### config.mk
export PLATFORM = sky130hd
export DESIGN_NAME = perspective_point_projection_unit
export DESIGN_NICKNAME = d
export VERILOG_FILES = /design/src/hdl/ppp_pkg.sv /design/src/hdl/ppp_mul.sv /design/src/hdl/ppp_div.sv /design/src/hdl/perspective_point_projection_unit.sv
export SDC_FILE = /design/constraint.sdc
export NUM_CORES = 2
export LEC_CHECK = 0
export BUFFER_PORTS_ARGS = -buffer_cell sky130_fd_sc_hd__buf_2
export CORE_ASPECT_RATIO = 1.1
export CORE_MARGIN = 3
export CORE_UTILIZATION = 35
export CTS_BUF_LIST = sky130_fd_sc_hd__clkbuf_4 sky130_fd_sc_hd__clkbuf_8
export CTS_CLUSTER_SIZE = 24
export DETAILED_ROUTE_END_ITERATION = 10
export PLACE_DENSITY_LB_ADDON = 0.1
export SYNTH_ARGS = -nofsm -noshare
export SYNTH_HDL_FRONTEND = slang
export SYNTH_SLANG_ARGS = --single-unit
### constraint.sdc
create_clock -name i_clk -period 16.2 [get_ports i_clk]
set_clock_uncertainty 0.2 [all_clocks]
set_input_delay 2.43 -clock i_clk [delete_from_list [all_inputs] [get_ports i_clk]]
set_output_delay 2.43 -clock i_clk [all_outputs]
set_load 0.01 [all_outputs]
### src/hdl/ppp_pkg.sv
// Shared constants and helpers for the perspective point projection unit.
package ppp_pkg;

    localparam int COEF_W  = 32;
    localparam int NUM_COEF = 16;
    localparam int IDX_W   = 4;
    localparam int SCR_W   = 14;
    localparam int NDC_W   = 42;
    localparam int SCL_W   = NDC_W + SCR_W + 1;

    localparam logic CMD_LOAD  = 1'b0;
    localparam logic CMD_POINT = 1'b1;

    localparam logic CFG_WIDTH  = 1'b0;
    localparam logic CFG_HEIGHT = 1'b1;

    localparam logic [SCR_W-1:0] WIDTH_RST  = 14'd1920;
    localparam logic [SCR_W-1:0] HEIGHT_RST = 14'd1080;

    function automatic logic signed [31:0] sat32(input logic signed [63:0] v);
        logic signed [31:0] r;
        if (v > 64'sd2147483647) begin
            r = 32'sh7fffffff;
        end else if (v < -64'sd2147483648) begin
            r = 32'sh80000000;
        end else begin
            r = v[31:0];
        end
        return r;
    endfunction

    function automatic logic [31:0] mag32(input logic signed [31:0] v);
        return v[31] ? 32'(-v) : 32'(v);
    endfunction

endpackage

### src/hdl/ppp_mul.sv
// Bit-serial signed 32x32 multiplier, one multiplier bit per cycle.
module ppp_mul (
    input  logic               i_clk,
    input  logic               i_rst_n,
    input  logic               i_start,
    input  logic signed [31:0] i_a,
    input  logic signed [31:0] i_b,
    output logic               o_done,
    output logic signed [63:0] o_prod
);

    logic        r_busy;
    logic        r_fix;
    logic        r_done;
    logic [4:0]  r_cnt;
    logic        r_neg;
    logic [31:0] r_mc;
    logic [63:0] r_acc;
    logic signed [63:0] r_prod;
    logic [32:0] n_sum;

    assign n_sum = {1'b0, r_acc[63:32]} + (r_acc[0] ? {1'b0, r_mc} : 33'd0);

    always_ff @(posedge i_clk) begin
        if (!i_rst_n) begin
            r_busy <= 1'b0;
            r_fix  <= 1'b0;
            r_done <= 1'b0;
            r_cnt  <= '0;
        end else begin
            r_done <= 1'b0;
            r_fix  <= 1'b0;
            if (i_start) begin
                r_busy <= 1'b1;
                r_cnt  <= '0;
                r_neg  <= i_a[31] ^ i_b[31];
                r_mc   <= ppp_pkg::mag32(i_a);
                r_acc  <= {32'd0, ppp_pkg::mag32(i_b)};
            end else if (r_busy) begin
                r_acc <= {n_sum, r_acc[31:1]};
                r_cnt <= r_cnt + 5'd1;
                if (r_cnt == 5'd31) begin
                    r_busy <= 1'b0;
                    r_fix  <= 1'b1;
                end
            end else if (r_fix) begin
                // apply sign after the magnitude product settles
                r_prod <= r_neg ? -$signed(r_acc) : $signed(r_acc);
                r_done <= 1'b1;
            end
        end
    end

    assign o_done = r_done;
    assign o_prod = r_prod;

endmodule

### src/hdl/ppp_div.sv
// Restoring radix-2 divider, one quotient bit per cycle.
module ppp_div #(
    parameter int NUM_W = 48
) (
    input  logic             i_clk,
    input  logic             i_rst_n,
    input  logic             i_start,
    input  logic [NUM_W-1:0] i_num,
    input  logic [31:0]      i_den,
    output logic             o_done,
    output logic [NUM_W-1:0] o_quot
);

    localparam int CNT_W = $clog2(NUM_W);

    logic             r_busy;
    logic             r_done;
    logic [CNT_W-1:0] r_cnt;
    logic [31:0]      r_rem;
    logic [31:0]      r_den;
    logic [NUM_W-1:0] r_num;
    logic [32:0]      n_trial;
    logic             n_ge;

    assign n_trial = {r_rem, r_num[NUM_W-1]};
    assign n_ge    = n_trial >= {1'b0, r_den};

    always_ff @(posedge i_clk) begin
        if (!i_rst_n) begin
            r_busy <= 1'b0;
            r_done <= 1'b0;
            r_cnt  <= '0;
        end else begin
            r_done <= 1'b0;
            if (i_start) begin
                r_busy <= 1'b1;
                r_cnt  <= '0;
                r_rem  <= '0;
                r_den  <= i_den;
                r_num  <= i_num;
            end else if (r_busy) begin
                r_rem <= n_ge ? 32'(n_trial - {1'b0, r_den}) : n_trial[31:0];
                r_num <= {r_num[NUM_W-2:0], n_ge};
                r_cnt <= r_cnt + CNT_W'(1);
                if (r_cnt == CNT_W'(NUM_W - 1)) begin
                    r_busy <= 1'b0;
                    r_done <= 1'b1;
                end
            end
        end
    end

    assign o_done = r_done;
    assign o_quot = r_num;

endmodule

### src/hdl/perspective_point_projection_unit.sv
// Top level: matrix store, sequencer and screen mapping for point projection.
//
//  channel | handshake                 | payload
//  --------+---------------------------+-----------------------------------------------
//  in      | i_in_valid / o_in_ready   | i_command, i_coef_index, i_coef_value, i_point_*
//  out     | o_out_valid / i_out_ready | o_visible, o_screen_x, o_screen_y
//  cfg     | i_cfg_we (no wait)        | i_cfg_index, i_cfg_data
//
// A load beat writes one coefficient. A point beat runs nine serial 32x32 products
// (each a start step plus a run on the shared bit-serial multiplier), three row
// sums and a visibility check. A visible point adds two serial divides, each
// followed by a scale multiply and an offset add. One point is in flight at a time.
// The finished result sits in the output register, so the next beat is taken
// while it waits; a stalled output only holds the sequencer at its last step.
// Reset is synchronous, active low; coefficients clear to zero, viewport to 1920x1080.
module perspective_point_projection_unit #(
    parameter int FRAC_BITS = 16
) (
    input  logic               i_clk,
    input  logic               i_rst_n,
    input  logic               i_in_valid,
    output logic               o_in_ready,
    input  logic               i_command,
    input  logic [3:0]         i_coef_index,
    input  logic signed [31:0] i_coef_value,
    input  logic signed [31:0] i_point_x,
    input  logic signed [31:0] i_point_y,
    input  logic signed [31:0] i_point_z,
    output logic               o_out_valid,
    input  logic               i_out_ready,
    output logic               o_visible,
    output logic signed [31:0] o_screen_x,
    output logic signed [31:0] o_screen_y,
    input  logic               i_cfg_we,
    input  logic               i_cfg_index,
    input  logic [13:0]        i_cfg_data
);

    localparam int DIV_W = 32 + FRAC_BITS;
    // 0.1 in fixed point, rounded
    localparam logic signed [31:0] THR = 32'(((1 << FRAC_BITS) + 5) / 10);
    localparam logic signed [31:0] NEG_ONE = ~((32'd1 << FRAC_BITS) - 32'd1);
    localparam logic [63:0] NDC_LIM = 64'd1 << 40;

    localparam logic [3:0] S_IDLE   = 4'd0;
    localparam logic [3:0] S_MSTART = 4'd1;
    localparam logic [3:0] S_MWAIT  = 4'd2;
    localparam logic [3:0] S_ROW    = 4'd3;
    localparam logic [3:0] S_CHECK  = 4'd4;
    localparam logic [3:0] S_DWAIT  = 4'd5;
    localparam logic [3:0] S_MULS   = 4'd6;
    localparam logic [3:0] S_ADD    = 4'd7;
    localparam logic [3:0] S_DONE   = 4'd8;

    logic [3:0] r_state;

    // matrix store and viewport
    logic signed [31:0] r_coef [ppp_pkg::NUM_COEF];
    logic [ppp_pkg::SCR_W-1:0] r_width;
    logic [ppp_pkg::SCR_W-1:0] r_height;

    // point and row sequencing
    logic signed [31:0] r_px, r_py, r_pz;
    logic [1:0]  r_row;     // 0: x row, 1: y row, 2: w row (matrix row 3)
    logic [1:0]  r_col;
    logic signed [63:0] r_acc;
    logic signed [31:0] r_cx, r_cy, r_cw;

    // divide and scale
    logic        r_sel_y;
    logic        r_neg;
    logic signed [ppp_pkg::NDC_W-1:0] r_ndc;
    logic signed [ppp_pkg::SCL_W-1:0] r_scl;

    // finished result and output register
    logic               r_res_vis;
    logic signed [31:0] r_res_x, r_res_y;
    logic               r_out_valid;
    logic               r_vis;
    logic signed [31:0] r_sx, r_sy;

    logic [1:0]  n_base;
    logic [3:0]  n_addr;
    logic signed [31:0] n_coef_rd;
    logic signed [31:0] n_coord;
    logic        n_mul_start;
    logic        n_mul_done;
    logic signed [63:0] n_prod;
    logic        n_div_start;
    logic        n_div_done;
    logic [DIV_W-1:0] n_div_num;
    logic [DIV_W-1:0] n_quot;
    logic [40:0] n_ndc_mag;
    logic signed [63:0] n_row_sum;
    logic signed [31:0] n_row_sat;
    logic signed [63:0] n_half;
    logic signed [63:0] n_off;
    logic signed [63:0] n_scr;
    logic        n_in_acc;
    logic        n_out_load;

    assign n_base    = (r_row == 2'd2) ? 2'd3 : r_row;
    assign n_addr    = {n_base, r_col};
    assign n_coef_rd = r_coef[n_addr];

    always_comb begin
        unique case (r_col)
            2'd0:    n_coord = r_px;
            2'd1:    n_coord = r_py;
            default: n_coord = r_pz;
        endcase
    end

    assign n_mul_start = (r_state == S_MSTART);

    ppp_mul u_mul (
        .i_clk   (i_clk),
        .i_rst_n (i_rst_n),
        .i_start (n_mul_start),
        .i_a     (n_coef_rd),
        .i_b     (n_coord),
        .o_done  (n_mul_done),
        .o_prod  (n_prod)
    );

    // divide starts for x after the visibility check, for y after x is scaled
    assign n_div_start = ((r_state == S_CHECK) && (r_cw >= THR))
                       || ((r_state == S_ADD) && !r_sel_y);
    assign n_div_num = (r_state == S_CHECK)
                     ? {ppp_pkg::mag32(r_cx), {FRAC_BITS{1'b0}}}
                     : {ppp_pkg::mag32(r_cy), {FRAC_BITS{1'b0}}};

    ppp_div #(.NUM_W(DIV_W)) u_div (
        .i_clk   (i_clk),
        .i_rst_n (i_rst_n),
        .i_start (n_div_start),
        .i_num   (n_div_num),
        .i_den   (r_cw),
        .o_done  (n_div_done),
        .o_quot  (n_quot)
    );

    assign n_ndc_mag = (64'(n_quot) > NDC_LIM) ? 41'(NDC_LIM) : 41'(n_quot);

    assign n_row_sum = r_acc + 64'(n_coef_rd);
    assign n_row_sat = ppp_pkg::sat32(n_row_sum);

    // screen = +/-floor(ndc * size / 2) + size * 2^(F-1)
    assign n_half = 64'(r_scl >>> 1);
    assign n_off  = $signed(64'(r_sel_y ? r_height : r_width) << (FRAC_BITS - 1));
    assign n_scr  = r_sel_y ? (n_off - n_half) : (n_off + n_half);

    assign n_in_acc   = i_in_valid && o_in_ready;
    assign n_out_load = (r_state == S_DONE) && (!r_out_valid || i_out_ready);

    always_ff @(posedge i_clk) begin
        if (!i_rst_n) begin
            r_state     <= S_IDLE;
            r_out_valid <= 1'b0;
            r_width     <= ppp_pkg::WIDTH_RST;
            r_height    <= ppp_pkg::HEIGHT_RST;
            for (int i = 0; i < ppp_pkg::NUM_COEF; i++) begin
                r_coef[i] <= '0;
            end
        end else begin
            if (i_cfg_we) begin
                unique case (i_cfg_index)
                    ppp_pkg::CFG_WIDTH:  r_width  <= i_cfg_data;
                    ppp_pkg::CFG_HEIGHT: r_height <= i_cfg_data;
                    default: ;
                endcase
            end

            if (n_out_load) begin
                r_out_valid <= 1'b1;
            end else if (i_out_ready) begin
                r_out_valid <= 1'b0;
            end

            unique case (r_state)
                S_IDLE: begin
                    if (n_in_acc) begin
                        if (i_command == ppp_pkg::CMD_LOAD) begin
                            r_coef[i_coef_index] <= i_coef_value;
                        end else begin
                            r_px    <= i_point_x;
                            r_py    <= i_point_y;
                            r_pz    <= i_point_z;
                            r_row   <= 2'd0;
                            r_col   <= 2'd0;
                            r_acc   <= '0;
                            r_state <= S_MSTART;
                        end
                    end
                end
                S_MSTART: r_state <= S_MWAIT;
                S_MWAIT: begin
                    if (n_mul_done) begin
                        r_acc <= r_acc + (n_prod >>> FRAC_BITS);
                        r_col <= r_col + 2'd1;
                        r_state <= (r_col == 2'd2) ? S_ROW : S_MSTART;
                    end
                end
                S_ROW: begin
                    // r_col is 3 here: translation term
                    unique case (r_row)
                        2'd0:    r_cx <= n_row_sat;
                        2'd1:    r_cy <= n_row_sat;
                        default: r_cw <= n_row_sat;
                    endcase
                    r_acc <= '0;
                    r_col <= 2'd0;
                    r_row <= r_row + 2'd1;
                    r_state <= (r_row == 2'd2) ? S_CHECK : S_MSTART;
                end
                S_CHECK: begin
                    if (r_cw < THR) begin
                        r_res_vis <= 1'b0;
                        r_res_x   <= NEG_ONE;
                        r_res_y   <= NEG_ONE;
                        r_state   <= S_DONE;
                    end else begin
                        r_neg   <= r_cx[31];
                        r_sel_y <= 1'b0;
                        r_state <= S_DWAIT;
                    end
                end
                S_DWAIT: begin
                    if (n_div_done) begin
                        r_ndc <= r_neg ? -$signed({1'b0, n_ndc_mag})
                                       :  $signed({1'b0, n_ndc_mag});
                        r_state <= S_MULS;
                    end
                end
                S_MULS: begin
                    r_scl <= r_ndc * $signed({1'b0, (r_sel_y ? r_height : r_width)});
                    r_state <= S_ADD;
                end
                S_ADD: begin
                    if (!r_sel_y) begin
                        r_res_x <= ppp_pkg::sat32(n_scr);
                        r_neg   <= r_cy[31];
                        r_sel_y <= 1'b1;
                        r_state <= S_DWAIT;
                    end else begin
                        r_res_y   <= ppp_pkg::sat32(n_scr);
                        r_res_vis <= 1'b1;
                        r_state   <= S_DONE;
                    end
                end
                S_DONE: begin
                    if (n_out_load) begin
                        r_state <= S_IDLE;
                    end
                end
                default: r_state <= S_IDLE;
            endcase
        end
    end

    always_ff @(posedge i_clk) begin
        if (n_out_load) begin
            r_vis <= r_res_vis;
            r_sx  <= r_res_x;
            r_sy  <= r_res_y;
        end
    end

    assign o_in_ready  = (r_state == S_IDLE);
    assign o_out_valid = r_out_valid;
    assign o_visible   = r_vis;
    assign o_screen_x  = r_sx;
    assign o_screen_y  = r_sy;

endmodule

# Yosys cells after proc, flatten, opt, wreduce, memory -nomap -nowiden
# Memories as Yosys holds them, arrays and structs flattened.
# Index checks and enable logic that the tools add are counted.
# totals
reg_bits	813
ramBits	512
in_bits	153
output_inout_bits	67
mem_count	1
# classes
addsub	16
mul	1
magnitude_cmp	8
n_eq_ne	23
mux	76
bitwise_logic	7
reduce_logical	44
# mem_list
name	words	word_bits	read_ports	rd_clocked_by_memory_dff	write_ports	line_no	source
r_coef	16	32	1	0	16	perspective_point_projection_unit.sv:58	logic signed [31:0] r_coef [ppp_pkg::NUM_COEF];
# op_table
operator	count
$mux 32	15
$mux 64	6
$pmux 32 s2	3
$pmux 64 s3	1
$mux 48	3
$gt 64x32->1 const B	2
$lt 64x32->1 const B	2
$neg 32->32	4
$mux 41	2
$add 64x32->64	1
$add 64x48->64	1
$neg 64->64	1
$add 30x56->57	1
$mul 42x15->57	1
$sub 30x56->57	1
$gt 48x41->1 const B	1
$neg 41->42	1
$pmux 4 s9	1
$add 32x33->33	1
$ge 33x32->1	1
$ge 32x14->1 const B	1
$lt 32x14->1 const B	1
$mux 4	8
$reduce_or 32->1	1
37 further kinds	115

# Depth between registers and ports, before layout
# logic_depth
depth_word	8
mapped_depth	33
ltp_nobuf	28

# By module
# From an unflattened synthesis, not the netlist that was laid out.
# hier_totals
hier_cells	8213
area_unflattened_um2	90983.5
# modules_own_cells
module	n_inst	cells_per_inst	area_per_inst_um2	seq_area_each_um2
perspective_point_projection_unit	1	6677	74037.3	30749.5
ppp_mul	1	951	10152.2	4994.8
ppp_div	1	585	6794.0	3523.4

# Worst setup path before layout
# OpenSTA, ideal clock, no wires.
# synth_timing
kind	input-to-reg
from	in i_rst_n
to	reg u_div.r_num[0] (netlist: u_div.o_quot[0]) (enable)
t_arrival_ps	8561
slack_ps	6810
cell_stages	3
path_buffers	1
cell_sequence	clkbuf_1 -> o21ai_0 -> o21ai_0
# synth_via
elab_chain_len	1
# synth_lines
element	line_no	source
start, declared	perspective_point_projection_unit.sv:20	input logic i_rst_n,
$reduce_and 2->1 (no source line)	n/a	
end signal, assigned	ppp_div.sv:40	r_num <= i_num;
end signal, assigned	ppp_div.sv:43	r_num <= {r_num[NUM_W-2:0], n_ge};
end, declared	ppp_div.sv:21	logic [NUM_W-1:0] r_num;
# No other way between the ends.
# A chain may end at the register's enable or synchronous reset.

# Final worst setup path
# layout_timing
from	reg r_sel_y
to	reg r_scl[54] in the netlist's numbering (data pin)
# layout_via
elab_chain_len	2
# layout_lines
element	line_no	source
start, declared	perspective_point_projection_unit.sv:70	logic r_sel_y;
start signal, assigned	perspective_point_projection_unit.sv:224	r_sel_y <= 1'b0;
start signal, assigned	perspective_point_projection_unit.sv:243	r_sel_y <= 1'b1;
$mux 14	perspective_point_projection_unit.sv:236	r_scl <= r_ndc * $signed({1'b0, (r_sel_y ? r_height : r_width)});
$mul 42x15->57	perspective_point_projection_unit.sv:236	
end signal, assigned	perspective_point_projection_unit.sv:236	
end, declared	perspective_point_projection_unit.sv:73	logic signed [ppp_pkg::SCL_W-1:0] r_scl;
# No other way between the ends.

==> results.py <==
metrics = {
    "cts": {
        "cts_root_buffer": "clkbuf_8",
        "cts_made_buffers": 237,
        "cts_tree": "built",
        "clkTransAtPathRegs_ns": 0.07,
        "htreeDepth": 4,
        "ctsHoldBuffers": 0,
        "ctsResizeCount": 0,
        "clock_path_buffers": 4,
        "clkLatencyLatePin_ns": 1.02,
        "cts_sinks": 1308,
        "post_cts_buffers": 0,
    },
    "yosys": {
        "syn_area_sq_um": 88760,
        "synth_cell_types": 85,
        "yosysTopAreaCellShare": 0.4260,
        "ys_top_cells_by_area": "edfxtp_1 (43%), fa_1 (12%), and2_1 (6.1%)",
        "synth_edf_count": 1259,
        "yosys.area.top_type": "edfxtp_1",
        "synthCells": 8024,
        "ys_seq_area_frac": 0.4370,
        "synth_flop_cell": "edfxtp_1",
        "synth_nets": 9074,
        "syn_area_per_cell_sq_um": 11.06,
        "yosysWarnings": 0,
        "synth-seq-cells": 1308,
        "synthArstFlopShare": 0,
    },
    "global_route": {
        "grt.total_usage": 0.1987,
        "grt_max_degree": 117,
        "antenna_found_initial": 24,
        "grt_pass1_wl_um": 396100,
        "grt_pass1_vias": 63090,
        "overflow": 0,
    },
    "route": {
        "drc": 0,
        "drt_first_pass_iters": 6,
        "via_per_inst": 5.187,
        "wl_per_cell_um": 22.27,
        "first_iter_violations": 3816,
        "ant_nets": 0,
        "wirelength_um": 260200,
        "vias": 60615,
    },
    "layout": {
        "drive_above_1_share": 0.1148,
        "fin_util": 0.3899,
        "syn_to_final_growth_pct": 10.66,
        "nNetsFinal": 9236,
        "fillCellCount": 24562,
    },
    "floorplanning": {
        "dieHeight_um": 534.2,
        "start_util": 0.3524,
        "design.die.area_sq_um": 259700,
        "boundaryPins": 220,
        "fp.dieW_um": 486.1,
        "core_sq_um": 251900,
        "num_rows": 193,
    },
    "hold_path": {
        "min_path_type": "register to register",
        "hold_path.startpoint": "r_res_x[28]",
        "whs_path_depth": 0,
        "hold_end": "o_screen_x[28]",
    },
    "timing": {
        "hold_viol_final": 0,
        "timing.slew.headroom": 0.1697,
        "rsz0062_at_grt": "false",
        "fin_crit_ns": 9.328,
        "setup_tns_ns": 0,
        "max_clock_freq_mhz": 107.2,
        "drv_slew": 0,
        "setup_viol": 0,
        "period_share": 0.5758,
        "worst_pin_slew_ns": 1.245,
    },
    "critical_path": {
        "r2r_end": "r_scl[54]",
        "crit_type": "register to register",
        "worstPathRequired_ns": 16.70,
        "worstPathArrival_ns": 9.82,
        "path_max_fanout": 44,
        "critPathCaptureType": "register",
        "r2r.worst_path.cells": 26,
        "start_kind": "register",
        "r2r_slack_ns": 6.87,
        "reg2reg_from": "r_sel_y",
    },
    "pwr": {
        "leakage_nw": 39.73,
        "power_density_nw_per_um2": 89.96,
        "ir_worst_vdd_mv": 0.06710,
    },
    "placement": {
        "dpl.hpwl_um": 180500,
        "globalplace.congestion": 0.8637,
        "io_buffers": 219,
    },
    "run_status": {
        "status": "finished, final reports clean",
    },
    "run": {
        "drv_cap": 0,
    },
}
[cell families after synthesis]
group                      after synthesis  share of synthesized area
and+or+nand+nor                       2683                     0.1573
AOI/OAI and AO/OA                     1334                    0.09521
DFF                                   1308                     0.4370
buffers and inverters                 1133                    0.04801
adders and majority gates              897                     0.1717
xor gates and xnor gates               451                    0.04450
muxes                                  218                    0.04622
[synthesized netlist by cell type, types with 17 or more instances]
cell	number
o31ai_1	60
a31oi_1	44
nor4_1	46
o21a_1	47
nand2b_1	59
o21bai_1	40
xor2_1	184
nand4_1	63
dfxtp_1	49
ha_1	362
nand3_1	81
and3_1	59
nor2b_1	135
o21ai_0	363
mux4_2	152
a211oi_1	36
a22oi_1	17
a21oi_1	339
buf_1	29
nand2_1	685
a22o_1	21
clkbuf_1	363
a21o_1	156
xnor2_1	267
inv_1	736
or4_1	29
and2_1	863
o41ai_1	19
fa_1	535
mux2i_1	51
a21boi_0	32
or3_1	49
edfxtp_1	1259
nor3_1	106
nor2_1	420
or2_2	26
a211o_1	25
[report_power, final]
| group | switching, mW | internal [mW] |
|---|---|---|
| combinational | 1.14 | 0.647 |
| clock | 1.47 | 1.60 |
| sequential | 0.0685 | 3.90 |
[worst max-delay path by stage]
stage                 endpoint  slack, ns      from  cells after the start
2_1_floorplan  u_div.o_quot[0]       6.81   i_rst_n                      3
3_3_place_gp           r_cx[7]       6.59  r_col[0]                     22
3_5_place_dp         r_scl[54]       6.80   r_sel_y                     25
4_1_cts              r_scl[54]       6.79   r_sel_y                     25
5_1_grt              r_scl[54]       6.29   r_sel_y                     26
6_report             r_scl[54]       6.87   r_sel_y                     26
[sequential cells by signal, indices dropped and copies added, names as in the netlist, 42 cells and up]
signal,flops
u_div.o_quot,48
u_mul.r_acc,64
r_acc,64
r_ndc,42
r_scl,56
r_coef,512
u_mul.o_prod,48
[routing by layer]
| layer | share of wire | track usage | wire length (um) | vias up |
|---|---|---|---|---|
| li1 | - | - | - | 28218 |
| met1 | 0.42 | 0.2517 | 109700 | 30663 |
| met2 | 0.51 | 0.3563 | 133200 | 1325 |
| met3 | 0.042 | 0.02636 | 10800 | 401 |
| met4 | 0.025 | 0.05047 | 6449 | 8 |
| met5 | 0.00020 | 0 | 52 | - |
[metrics by stage]
step / area, sq um / power (mW) / hold WS, ns / std cells / setup slack [ns]
2_1_floorplan: 88760 / 5.237 / 0.2003 / 8024 / 6.810
3_3_place_gp: 93710 / 5.825 / 0.2013 / 11261 / 6.593
3_5_place_dp: 93730 / 5.844 / 0.2045 / 11262 / 6.802
4_1_cts: 98190 / 8.978 / 0.2054 / 11675 / 6.787
5_1_grt: 98200 / 9.302 / 0.2199 / 11679 / 6.294
6_report: 98210 / 8.835 / 0.2015 / 11686 / 6.872
[cell type report]
class | instances | area, sq um | share of cell area
Clock buffer | 308 | 3801 | 0.03870
Tap cell | 3315 | 4148 | 0.04223
Antenna cell | 11 | 27.53 | 0.0002803
Sequential cell | 1308 | 38790 | 0.3949
Timing Repair Buffer | 317 | 1867 | 0.01901
Multi-Input combinational cell | 5583 | 46160 | 0.4700
Clock inverter | 105 | 650.6 | 0.006625
Inverter | 739 | 2774 | 0.02824
[layout by cell type (no fill, tap or decap), types with 155 or more instances in the layout]
| cell | count |
|---|---|
| a21o_1 | 155 |
| a21oi_1 | 336 |
| and2_1 | 863 |
| buf_2 | 218 |
| clkbuf_8 | 238 |
| edfxtp_1 | 1259 |
| fa_1 | 535 |
| ha_1 | 360 |
| inv_1 | 736 |
| nand2_1 | 683 |
| nor2_1 | 402 |
| o21ai_0 | 350 |
| xnor2_1 | 267 |
| xor2_1 | 184 |
[critical path: stages (launching register included)]
cell and delay, ns:
edfxtp_1 0.32, buf_4 0.38, mux2_2 1.01, nand2_1 0.20
fa_1 0.54, fa_1 0.51, inv_1 0.04, fa_1 0.48
fa_1 0.54, fa_1 0.57, inv_1 0.06, fa_1 0.53
inv_1 0.05, ha_1 0.35, a21o_1 0.19, o21a_1 0.19
a311o_1 0.31, a41o_1 0.26, a211oi_1 0.52, o41ai_1 0.24
and3_1 0.28, o21ai_0 0.31, a31o_2 0.24, o21ai_0 0.19
a21oi_1 0.24, o21ai_0 0.11, xor2_1 0.16
(Power assumes the default switching activity.)
